===== src/rtl/bls_pkg.sv =====
// Shared constants for the line stepper: coordinate width default, action and octant codes.
`default_nettype none
package bls_pkg;

  // default coordinate width
  localparam int unsigned CoordBitsDef = 12;

  // action field codes
  localparam logic ActStart = 1'b0;
  localparam logic ActStep  = 1'b1;

  // octant modes held in the raster state
  localparam int unsigned ModeBits = 3;
  localparam logic [ModeBits-1:0] ModeHorz       = 3'd0;
  localparam logic [ModeBits-1:0] ModeVert       = 3'd1;
  localparam logic [ModeBits-1:0] ModeDiag       = 3'd2;
  localparam logic [ModeBits-1:0] ModeShallowUp  = 3'd3;
  localparam logic [ModeBits-1:0] ModeShallowDn  = 3'd4;
  localparam logic [ModeBits-1:0] ModeSteepUp    = 3'd5;
  localparam logic [ModeBits-1:0] ModeSteepDn    = 3'd6;

endpackage : bls_pkg
`default_nettype wire


===== src/rtl/bresenham_line_stepper_core.sv =====
// Path: input register, one pass of stepping logic, output register.
// Throughput: one word per cycle while the output register is not stalled.
// A word waits in the input register only while the output register is full and stalled.
// Reset (rst_ni low, asynchronous) empties both registers and leaves the stepper idle
// with all line state zero.
`default_nettype none
module bresenham_line_stepper_core import bls_pkg::*; #(
  parameter int unsigned COORD_BITS = CoordBitsDef
) (
  input  wire logic                  clk_i,
  input  wire logic                  rst_ni,
  input  wire logic                  in_valid_i,
  output      logic                  in_ready_o,
  input  wire logic                  action_i,
  input  wire logic [COORD_BITS-1:0] start_x_i,
  input  wire logic [COORD_BITS-1:0] start_y_i,
  input  wire logic [COORD_BITS-1:0] end_x_i,
  input  wire logic [COORD_BITS-1:0] end_y_i,
  output      logic                  out_valid_o,
  input  wire logic                  out_ready_i,
  output      logic                  pixel_valid_o,
  output      logic [COORD_BITS-1:0] pixel_x_o,
  output      logic [COORD_BITS-1:0] pixel_y_o,
  output      logic                  last_pixel_o
);

  logic                  advance, fire;
  logic                  h_action;
  logic [COORD_BITS-1:0] h_sx, h_sy, h_ex, h_ey;
  logic                  r_pv, r_last;
  logic [COORD_BITS-1:0] r_px, r_py;

  // hold the incoming word
  bls_in_stage #(.COORD_BITS(COORD_BITS)) u_in (
    .clk_i      (clk_i),
    .rst_ni     (rst_ni),
    .in_valid_i (in_valid_i),
    .in_ready_o (in_ready_o),
    .action_i   (action_i),
    .start_x_i  (start_x_i),
    .start_y_i  (start_y_i),
    .end_x_i    (end_x_i),
    .end_y_i    (end_y_i),
    .advance_i  (advance),
    .fire_o     (fire),
    .action_o   (h_action),
    .start_x_o  (h_sx),
    .start_y_o  (h_sy),
    .end_x_o    (h_ex),
    .end_y_o    (h_ey)
  );

  // compute the next pixel and advance line state
  bls_raster #(.COORD_BITS(COORD_BITS)) u_raster (
    .clk_i         (clk_i),
    .rst_ni        (rst_ni),
    .fire_i        (fire),
    .action_i      (h_action),
    .start_x_i     (h_sx),
    .start_y_i     (h_sy),
    .end_x_i       (h_ex),
    .end_y_i       (h_ey),
    .pixel_valid_o (r_pv),
    .pixel_x_o     (r_px),
    .pixel_y_o     (r_py),
    .last_pixel_o  (r_last)
  );

  // register the result word
  bls_out_stage #(.COORD_BITS(COORD_BITS)) u_out (
    .clk_i         (clk_i),
    .rst_ni        (rst_ni),
    .load_i        (fire),
    .advance_o     (advance),
    .pixel_valid_i (r_pv),
    .pixel_x_i     (r_px),
    .pixel_y_i     (r_py),
    .last_pixel_i  (r_last),
    .out_valid_o   (out_valid_o),
    .out_ready_i   (out_ready_i),
    .pixel_valid_o (pixel_valid_o),
    .pixel_x_o     (pixel_x_o),
    .pixel_y_o     (pixel_y_o),
    .last_pixel_o  (last_pixel_o)
  );

endmodule : bresenham_line_stepper_core
`default_nettype wire


===== src/rtl/bls_in_stage.sv =====
// Input register of the line stepper: holds one accepted word until the raster takes it.
`default_nettype none
module bls_in_stage import bls_pkg::*; #(
  parameter int unsigned COORD_BITS = CoordBitsDef
) (
  input  wire logic                  clk_i,
  input  wire logic                  rst_ni,
  input  wire logic                  in_valid_i,
  output      logic                  in_ready_o,
  input  wire logic                  action_i,
  input  wire logic [COORD_BITS-1:0] start_x_i,
  input  wire logic [COORD_BITS-1:0] start_y_i,
  input  wire logic [COORD_BITS-1:0] end_x_i,
  input  wire logic [COORD_BITS-1:0] end_y_i,
  input  wire logic                  advance_i,
  output      logic                  fire_o,
  output      logic                  action_o,
  output      logic [COORD_BITS-1:0] start_x_o,
  output      logic [COORD_BITS-1:0] start_y_o,
  output      logic [COORD_BITS-1:0] end_x_o,
  output      logic [COORD_BITS-1:0] end_y_o
);

  logic                  vld_q;
  logic                  action_q;
  logic [COORD_BITS-1:0] sx_q, sy_q, ex_q, ey_q;
  logic                  take;

  // accept when empty or when the held word moves on this cycle
  assign in_ready_o = !vld_q || advance_i;
  assign take       = in_valid_i && in_ready_o;
  assign fire_o     = vld_q && advance_i;

  // hold the valid flag
  always_ff @(posedge clk_i or negedge rst_ni) begin
    if (!rst_ni) begin
      vld_q <= 1'b0;
    end else if (take) begin
      vld_q <= 1'b1;
    end else if (fire_o) begin
      vld_q <= 1'b0;
    end
  end

  // capture the payload
  always_ff @(posedge clk_i) begin
    if (take) begin
      action_q <= action_i;
      sx_q     <= start_x_i;
      sy_q     <= start_y_i;
      ex_q     <= end_x_i;
      ey_q     <= end_y_i;
    end
  end

  assign action_o  = action_q;
  assign start_x_o = sx_q;
  assign start_y_o = sy_q;
  assign end_x_o   = ex_q;
  assign end_y_o   = ey_q;

endmodule : bls_in_stage
`default_nettype wire


===== src/rtl/bls_raster.sv =====
// Line state and next-pixel logic: endpoint ordering, octant choice and midpoint stepping.
`default_nettype none
module bls_raster import bls_pkg::*; #(
  parameter int unsigned COORD_BITS = CoordBitsDef
) (
  input  wire logic                  clk_i,
  input  wire logic                  rst_ni,
  input  wire logic                  fire_i,
  input  wire logic                  action_i,
  input  wire logic [COORD_BITS-1:0] start_x_i,
  input  wire logic [COORD_BITS-1:0] start_y_i,
  input  wire logic [COORD_BITS-1:0] end_x_i,
  input  wire logic [COORD_BITS-1:0] end_y_i,
  output      logic                  pixel_valid_o,
  output      logic [COORD_BITS-1:0] pixel_x_o,
  output      logic [COORD_BITS-1:0] pixel_y_o,
  output      logic                  last_pixel_o
);

  localparam int unsigned DeltaW = COORD_BITS + 1;
  localparam int unsigned DecW   = COORD_BITS + 4;

  logic [COORD_BITS-1:0]    cur_x_q, cur_y_q, tgt_x_q, tgt_y_q;
  logic [COORD_BITS-1:0]    cur_x_d, cur_y_d, tgt_x_d, tgt_y_d;
  logic signed [DecW-1:0]   dec_q, dec_d;
  logic [DeltaW-1:0]        da_q, da_d;
  logic signed [DeltaW-1:0] db_q, db_d;
  logic [ModeBits-1:0]      mode_q, mode_d;
  logic                     busy_q, busy_d;

  // start path signals
  logic                     swap;
  logic [COORD_BITS-1:0]    sx, sy, ex, ey;
  logic signed [DeltaW-1:0] s_da, s_db;
  logic [DeltaW-1:0]        s_ady;
  logic signed [DecW-1:0]   s_daw, s_dbw;

  // step path signals
  logic signed [DecW-1:0]   daw, dbw;
  logic [COORD_BITS-1:0]    x_inc, y_inc, y_dec, y_step;
  logic                     step_last;

  // order endpoints left to right, bottom to top when vertical
  always_comb begin
    swap = (start_x_i == end_x_i) ? ($signed(start_y_i) > $signed(end_y_i))
                                  : ($signed(start_x_i) > $signed(end_x_i));
    sx = swap ? end_x_i   : start_x_i;
    sy = swap ? end_y_i   : start_y_i;
    ex = swap ? start_x_i : end_x_i;
    ey = swap ? start_y_i : end_y_i;
    s_da  = DeltaW'($signed(ex)) - DeltaW'($signed(sx));
    s_db  = DeltaW'($signed(ey)) - DeltaW'($signed(sy));
    s_ady = s_db[DeltaW-1] ? DeltaW'(-s_db) : DeltaW'(s_db);
    s_daw = DecW'(s_da);
    s_dbw = DecW'(s_db);
  end

  // stepping operands
  always_comb begin
    daw    = DecW'($signed({1'b0, da_q}));
    dbw    = DecW'(db_q);
    x_inc  = cur_x_q + 1'b1;
    y_inc  = cur_y_q + 1'b1;
    y_dec  = cur_y_q - 1'b1;
    y_step = db_q[DeltaW-1] ? y_dec : y_inc;
  end

  // next state and result
  always_comb begin
    cur_x_d       = cur_x_q;
    cur_y_d       = cur_y_q;
    tgt_x_d       = tgt_x_q;
    tgt_y_d       = tgt_y_q;
    dec_d         = dec_q;
    da_d          = da_q;
    db_d          = db_q;
    mode_d        = mode_q;
    busy_d        = busy_q;
    step_last     = 1'b1;
    pixel_valid_o = 1'b0;
    pixel_x_o     = '0;
    pixel_y_o     = '0;
    last_pixel_o  = 1'b0;

    if (action_i == ActStart) begin
      // load a new line and give its first pixel
      cur_x_d = sx;
      cur_y_d = sy;
      tgt_x_d = ex;
      tgt_y_d = ey;
      da_d    = DeltaW'(s_da);
      db_d    = s_db;
      dec_d   = '0;
      mode_d  = ModeHorz;
      if (s_da == '0 && s_db == '0) begin
        busy_d       = 1'b0;
        last_pixel_o = 1'b1;
      end else begin
        busy_d = 1'b1;
        if (s_db == '0) begin
          mode_d = ModeHorz;
        end else if (s_da == '0) begin
          mode_d = ModeVert;
        end else if (s_ady == DeltaW'(s_da)) begin
          mode_d = ModeDiag;
        end else if (s_ady < DeltaW'(s_da)) begin
          if (!s_db[DeltaW-1]) begin
            mode_d = ModeShallowUp;
            dec_d  = s_dbw + s_dbw - s_daw;
          end else begin
            mode_d = ModeShallowDn;
            dec_d  = s_dbw + s_dbw + s_daw;
          end
        end else begin
          if (!s_db[DeltaW-1]) begin
            mode_d = ModeSteepUp;
            dec_d  = s_dbw - s_daw - s_daw;
          end else begin
            mode_d = ModeSteepDn;
            dec_d  = s_dbw + s_daw + s_daw;
          end
        end
      end
      pixel_valid_o = 1'b1;
      pixel_x_o     = sx;
      pixel_y_o     = sy;
    end else if (busy_q) begin
      // advance one pixel along the current octant
      case (mode_q)
        ModeHorz: begin
          cur_x_d   = x_inc;
          step_last = (x_inc == tgt_x_q);
        end
        ModeVert: begin
          cur_y_d   = y_inc;
          step_last = (y_inc == tgt_y_q);
        end
        ModeDiag: begin
          cur_x_d   = x_inc;
          cur_y_d   = y_step;
          step_last = (x_inc == tgt_x_q);
        end
        ModeShallowUp: begin
          cur_x_d = x_inc;
          if (dec_q > 0) begin
            cur_y_d = y_inc;
            dec_d   = dec_q - daw - daw + dbw + dbw;
          end else begin
            dec_d   = dec_q + dbw + dbw;
          end
          step_last = (x_inc == tgt_x_q);
        end
        ModeShallowDn: begin
          cur_x_d = x_inc;
          if (dec_q < 0) begin
            cur_y_d = y_dec;
            dec_d   = dec_q + daw + daw + dbw + dbw;
          end else begin
            dec_d   = dec_q + dbw + dbw;
          end
          step_last = (x_inc == tgt_x_q);
        end
        ModeSteepUp: begin
          cur_y_d = y_inc;
          if (dec_q < 0) begin
            cur_x_d = x_inc;
            dec_d   = dec_q + dbw + dbw - daw - daw;
          end else begin
            dec_d   = dec_q - daw - daw;
          end
          step_last = (y_inc == tgt_y_q);
        end
        ModeSteepDn: begin
          cur_y_d = y_dec;
          if (dec_q > 0) begin
            cur_x_d = x_inc;
            dec_d   = dec_q + dbw + dbw + daw + daw;
          end else begin
            dec_d   = dec_q + daw + daw;
          end
          step_last = (y_dec == tgt_y_q);
        end
        default: begin
          step_last = 1'b1;
        end
      endcase
      busy_d        = !step_last;
      pixel_valid_o = 1'b1;
      pixel_x_o     = cur_x_d;
      pixel_y_o     = cur_y_d;
      last_pixel_o  = step_last;
    end
  end

  // update line state as each word passes
  always_ff @(posedge clk_i or negedge rst_ni) begin
    if (!rst_ni) begin
      cur_x_q <= '0;
      cur_y_q <= '0;
      tgt_x_q <= '0;
      tgt_y_q <= '0;
      dec_q   <= '0;
      da_q    <= '0;
      db_q    <= '0;
      mode_q  <= ModeHorz;
      busy_q  <= 1'b0;
    end else if (fire_i) begin
      cur_x_q <= cur_x_d;
      cur_y_q <= cur_y_d;
      tgt_x_q <= tgt_x_d;
      tgt_y_q <= tgt_y_d;
      dec_q   <= dec_d;
      da_q    <= da_d;
      db_q    <= db_d;
      mode_q  <= mode_d;
      busy_q  <= busy_d;
    end
  end

endmodule : bls_raster
`default_nettype wire


===== src/rtl/bls_out_stage.sv =====
// Output register of the line stepper: holds one result word until the sink takes it.
`default_nettype none
module bls_out_stage import bls_pkg::*; #(
  parameter int unsigned COORD_BITS = CoordBitsDef
) (
  input  wire logic                  clk_i,
  input  wire logic                  rst_ni,
  input  wire logic                  load_i,
  output      logic                  advance_o,
  input  wire logic                  pixel_valid_i,
  input  wire logic [COORD_BITS-1:0] pixel_x_i,
  input  wire logic [COORD_BITS-1:0] pixel_y_i,
  input  wire logic                  last_pixel_i,
  output      logic                  out_valid_o,
  input  wire logic                  out_ready_i,
  output      logic                  pixel_valid_o,
  output      logic [COORD_BITS-1:0] pixel_x_o,
  output      logic [COORD_BITS-1:0] pixel_y_o,
  output      logic                  last_pixel_o
);

  logic                  vld_q;
  logic                  pv_q, last_q;
  logic [COORD_BITS-1:0] px_q, py_q;

  // room for a new word when empty or draining now
  assign advance_o = !vld_q || out_ready_i;

  // hold the valid flag
  always_ff @(posedge clk_i or negedge rst_ni) begin
    if (!rst_ni) begin
      vld_q <= 1'b0;
    end else if (load_i) begin
      vld_q <= 1'b1;
    end else if (out_ready_i) begin
      vld_q <= 1'b0;
    end
  end

  // capture the result word
  always_ff @(posedge clk_i) begin
    if (load_i) begin
      pv_q   <= pixel_valid_i;
      px_q   <= pixel_x_i;
      py_q   <= pixel_y_i;
      last_q <= last_pixel_i;
    end
  end

  assign out_valid_o   = vld_q;
  assign pixel_valid_o = pv_q;
  assign pixel_x_o     = px_q;
  assign pixel_y_o     = py_q;
  assign last_pixel_o  = last_q;

endmodule : bls_out_stage
`default_nettype wire

===== config.mk =====
export PLATFORM = sky130hd
export DESIGN_NAME = bresenham_line_stepper_core
export DESIGN_NICKNAME = d
export VERILOG_FILES = /design/src/rtl/bls_pkg.sv /design/src/rtl/bresenham_line_stepper_core.sv /design/src/rtl/bls_in_stage.sv /design/src/rtl/bls_raster.sv /design/src/rtl/bls_out_stage.sv
export SDC_FILE = /design/constraint.sdc
export NUM_CORES = 1
export LEC_CHECK = 0
export BUFFER_PORTS_ARGS = -buffer_cell sky130_fd_sc_hd__buf_2
export CAP_MARGIN = 30
export CELL_PAD_IN_SITES_DETAIL_PLACEMENT = 1
export CELL_PAD_IN_SITES_GLOBAL_PLACEMENT = 2
export CORE_MARGIN = 2
export CORE_UTILIZATION = 36
export CTS_BUF_LIST = sky130_fd_sc_hd__clkbuf_4 sky130_fd_sc_hd__clkbuf_8
export DETAILED_ROUTE_END_ITERATION = 12
export HOLD_SLACK_MARGIN = 0.06
export PLACE_DENSITY = 0.87
export SYNTH_ARGS = -nofsm -noshare
export SYNTH_HDL_FRONTEND = slang
export SYNTH_SLANG_ARGS = --single-unit

===== constraint.sdc =====
create_clock -name clk_i -period 7.44 [get_ports clk_i]
set_input_delay 1.488 -clock clk_i [delete_from_list [all_inputs] [get_ports clk_i]]
set_output_delay 1.488 -clock clk_i [all_outputs]
set_load 0.05 [all_outputs]

==> impl_metrics.env <==
export IMPL_yosys_most_used_dff="dfrtp_1"
export IMPL_cts_tree="yes"
export IMPL_cts_buffers=17
export IMPL_critical_path_class="reg -> reg"
export IMPL_coreArea_um2=48850
export IMPL_wl_um=68100
export IMPL_synthArstFlopShare_pct=56.14
export IMPL_setup_viol_count_final=0
export IMPL_worst_setup_path_end_kind="flop"
export IMPL_fin_nets=2515
export IMPL_syn_avg_cell_area_um2=7.992
export IMPL_drive_above_1_share_pct=10.58
export IMPL_wire_per_inst_um=23.07
export IMPL_diodes=0
export IMPL_finalHoldViolCount=0
export IMPL_worst_slew_pin_slew_ns=0.9836
export IMPL_stdcell_count=2952
export IMPL_vias=17090
export IMPL_busiest_layer="met2"
export IMPL_postLayoutCellArea_um2=19530
export IMPL_postSynthCellCount=2226
export IMPL_power_density_nw_per_um2=550.0
export IMPL_grt_pass1_wl_um=102800
export IMPL_status="complete, no violations"
export IMPL_dpl_cell_count=2915
export IMPL_cap_violations=0
export IMPL_finClkSkew_ns=0.01832
export IMPL_grt_start_max_net_pins=62
export IMPL_grt_overflow=0
export IMPL_row_count=81
export IMPL_met2_usage_pct=41.83
export IMPL_leakagePower_nw=8.358
export IMPL_synth_nets=2466
export IMPL_drtPass1Iterations=5
export IMPL_grt_use_met1_pct=37.69
export IMPL_ys_types=87
export IMPL_antenna_found_initial=2
export IMPL_worstPathRequired_ns=7.93
export IMPL_dpl_cell_area_um2=19010
export IMPL_critPathMaxFanout=11
export IMPL_slew_violations=0
export IMPL_ios=81
export IMPL_postCtsHoldBufs=0
export IMPL_area_growth_pct=9.790
export IMPL_relSlewSlack_pct=34.43
export IMPL_syn_cell_area_um2=17790
export IMPL_clk_path_buf_depth=2
export IMPL_fin_crit_ns=7.016
export IMPL_ys_ff_latch=171
export IMPL_timing_critical_path_mode_cell="a21oi_1"
export IMPL_antenna_left=0
export IMPL_clock_fmax_ghz=0.1425
export IMPL_port_buffers=80
export IMPL_fp_dieArea_um2=51210
export IMPL_fin_crit_sh_pct=94.30
export IMPL_start_kind="flop"
export IMPL_critPathMaxStageDelay_ns=0.47
export IMPL_cp_arrival_ns=7.50
export IMPL_drc=0
export IMPL_clk_pin_slew_ns=0.10
export IMPL_grt_use_total_pct=26.70
export IMPL_start_util_pct=36.42
export IMPL_hpwl_um=53820
export IMPL_grt_pass1_vias=17290
export IMPL_use_met3_pct=4.095
export IMPL_cts_htree_levels=4
export IMPL_hp_class="reg -> reg"
export IMPL_place_congestion=0.9411
export IMPL_drt_iter0_markers=1267
export IMPL_slowest_stage="edfxtp_1"
export IMPL_yosys_warnings=0
export IMPL_root_buffer="clkbuf_8"
export IMPL_synth_seq_area_share_pct=26.16
export IMPL_peakVddDrop_v=0.0001681
export IMPL_die_x_um=226.3
export IMPL_die_h_um=226.3
export IMPL_clock_latency_ns=0.57
export IMPL_cts_sinks=171
export IMPL_vias_per_cell=5.790
export IMPL_synth_enable_flop_cells=75
-- layer usage --
layer,vias up,share of wire [%]
met5,-,0.016
li1,8001,-
met2,473,45
met4,2,2.3
met1,8521,48
met3,95,5.5
-- worst max-delay path, delay by kind of cell (launching register included) --
family | cells | cell delay, ns
buffers and inverters | 1 | 0.20
AOI/OAI and AO/OA | 19 | 3.23
DFF | 1 | 0.47
adders and majority gates | 3 | 0.91
muxes | 1 | 0.21
and+or+nand+nor | 9 | 1.64
xor gates and xnor gates | 1 | 0.23
-- flip-flops by register name, summed over array words and instances (netlist names) --
name,cells
u_in.action_o,1
u_raster.cur_x_q,12
u_raster.busy_q,1
u_raster.tgt_x_q,12
u_raster.cur_y_q,12
u_raster.db_q,13
u_in.vld_q,1
u_out.out_valid_o,1
u_in.end_x_o,12
u_out.pixel_valid_o,1
u_in.start_x_o,12
u_raster.da_q,13
u_out.pixel_x_o,12
u_out.pixel_y_o,12
u_raster.tgt_y_q,12
u_raster.mode_q,3
u_raster.dec_q,16
u_in.end_y_o,12
u_in.start_y_o,12
u_out.last_pixel_o,1
-- synthesized netlist by cell type (15+ instances only) --
| cell | instances | area share [%] |
|---|---|---|
| nand2_1 | 247 | 5.2 |
| o31ai_1 | 18 | 0.76 |
| mux2i_1 | 43 | 2.4 |
| or3_1 | 15 | 0.53 |
| nor3_1 | 40 | 1.1 |
| nand4_1 | 15 | 0.53 |
| mux2_2 | 17 | 1.1 |
| a211oi_1 | 16 | 0.68 |
| o21ai_0 | 165 | 4.6 |
| nand3_1 | 41 | 1.2 |
| a22oi_1 | 15 | 0.63 |
| nand2b_1 | 23 | 0.81 |
| inv_1 | 138 | 2.9 |
| xor2_1 | 43 | 2.1 |
| edfxtp_1 | 75 | 13 |
| a31oi_1 | 37 | 1.3 |
| nor2_1 | 189 | 4.0 |
| nor2b_1 | 32 | 1.1 |
| and2_1 | 19 | 0.67 |
| o21ai_1 | 15 | 0.42 |
| a21oi_1 | 210 | 5.9 |
| o21bai_1 | 38 | 1.6 |
| xnor2_1 | 159 | 7.8 |
| a21o_1 | 29 | 1.2 |
| ha_1 | 180 | 13 |
| clkbuf_1 | 79 | 1.7 |
| dfrtp_1 | 96 | 14 |
-- where the power goes --
| part | leakage [nW] | switching [W] | internal [W] | total, W |
|---|---|---|---|---|
| Combinational | 6.27 | 0.00506 | 0.00329 | 0.00835 |
| Clock | 0.208 | 0.000412 | 0.000324 | 0.000736 |
| Sequential | 1.88 | 0.000417 | 0.00124 | 0.00165 |
| Total | 8.36 | 0.00589 | 0.00485 | 0.0107 |
-- cells in the final DEF (no fill, tap or decap), types with 14 or more instances in the layout --
cell and n:
nand2_1 247, a21oi_1 209, nor2_1 188, ha_1 173, o21ai_0 163, xnor2_1 158
inv_1 138, dfrtp_1 96, buf_2 79, edfxtp_1 75, buf_4 56, xor2_1 43
mux2i_1 42, nand3_1 41, nor3_1 39, o21bai_1 38, a31oi_1 37, nor2b_1 32
a21o_1 29, nand2b_1 23, and2_1 18, clkbuf_8 18, o21ai_1 17, mux2_2 17
o31ai_1 17, a211oi_1 16, or3_1 15, nand4_1 15, a22oi_1 15, o211ai_1 14
and3_1 14
-- worst paths after layout --
path,end,slack [ns],cells after the start,start
max,u_raster.dec_q[15],0.42,34,u_in.start_y_o[10]
min,u_out.out_valid_o,0.51,1,u_in.vld_q
max reg2reg,u_raster.dec_q[15],0.42,34,u_in.start_y_o[10]
min reg2reg,u_out.out_valid_o,0.51,1,u_in.vld_q
max in group asynchronous,u_raster.mode_q[1],5.17,2,rst_ni
min in group asynchronous,u_in.vld_q,0.99,1,rst_ni
-- stage by stage --
stage / worst slack [ns] / hold WS [ns] / power, W / util [%] / TNS (ns)
finish: 0.4241 / 0.5136 / 0.01074 / 39.98 / 0
global route: -0.004832 / 0.5472 / 0.01160 / 39.98 / -0.004832
CTS: 0.1533 / 0.5171 / 0.01062 / 39.74 / 0
detailed placement: 0.2248 / 0.4883 / 0.009821 / 38.91 / 0
global placement: 0.4335 / 0.4643 / 0.009540 / 38.91 / 0
floorplan: 0.01623 / 0.4572 / 0.007579 / - / 0
-- what timing repair did --
action                     4_1_cts  5_1_grt
setup endpoints to repair        0       14
gates resized for setup          0       19
setup buffers                    0        5
-- final cells by class --
| type | count | area [um^2] |
|---|---|---|
| inverter | 140 | 525.5 |
| timing repair buffer | 135 | 815.8 |
| clock inverter | 11 | 133.9 |
| clock buffer | 21 | 270.3 |
| multi-input combinational | 1810 | 12300 |
| fill | 5973 | 29320 |
| sequential | 171 | 4654 |
| tap | 664 | 830.8 |
-- kinds of logic after synthesis --
family	Yosys count	share of synthesized area (%)
simple gates	682	17.51
compound gates	672	23.47
buf+inv	245	5.317
xor+xnor	205	10.25
fa+ha+maj	187	13.45
flops	171	26.16
mux	64	3.833
(Power assumes the default switching activity.)
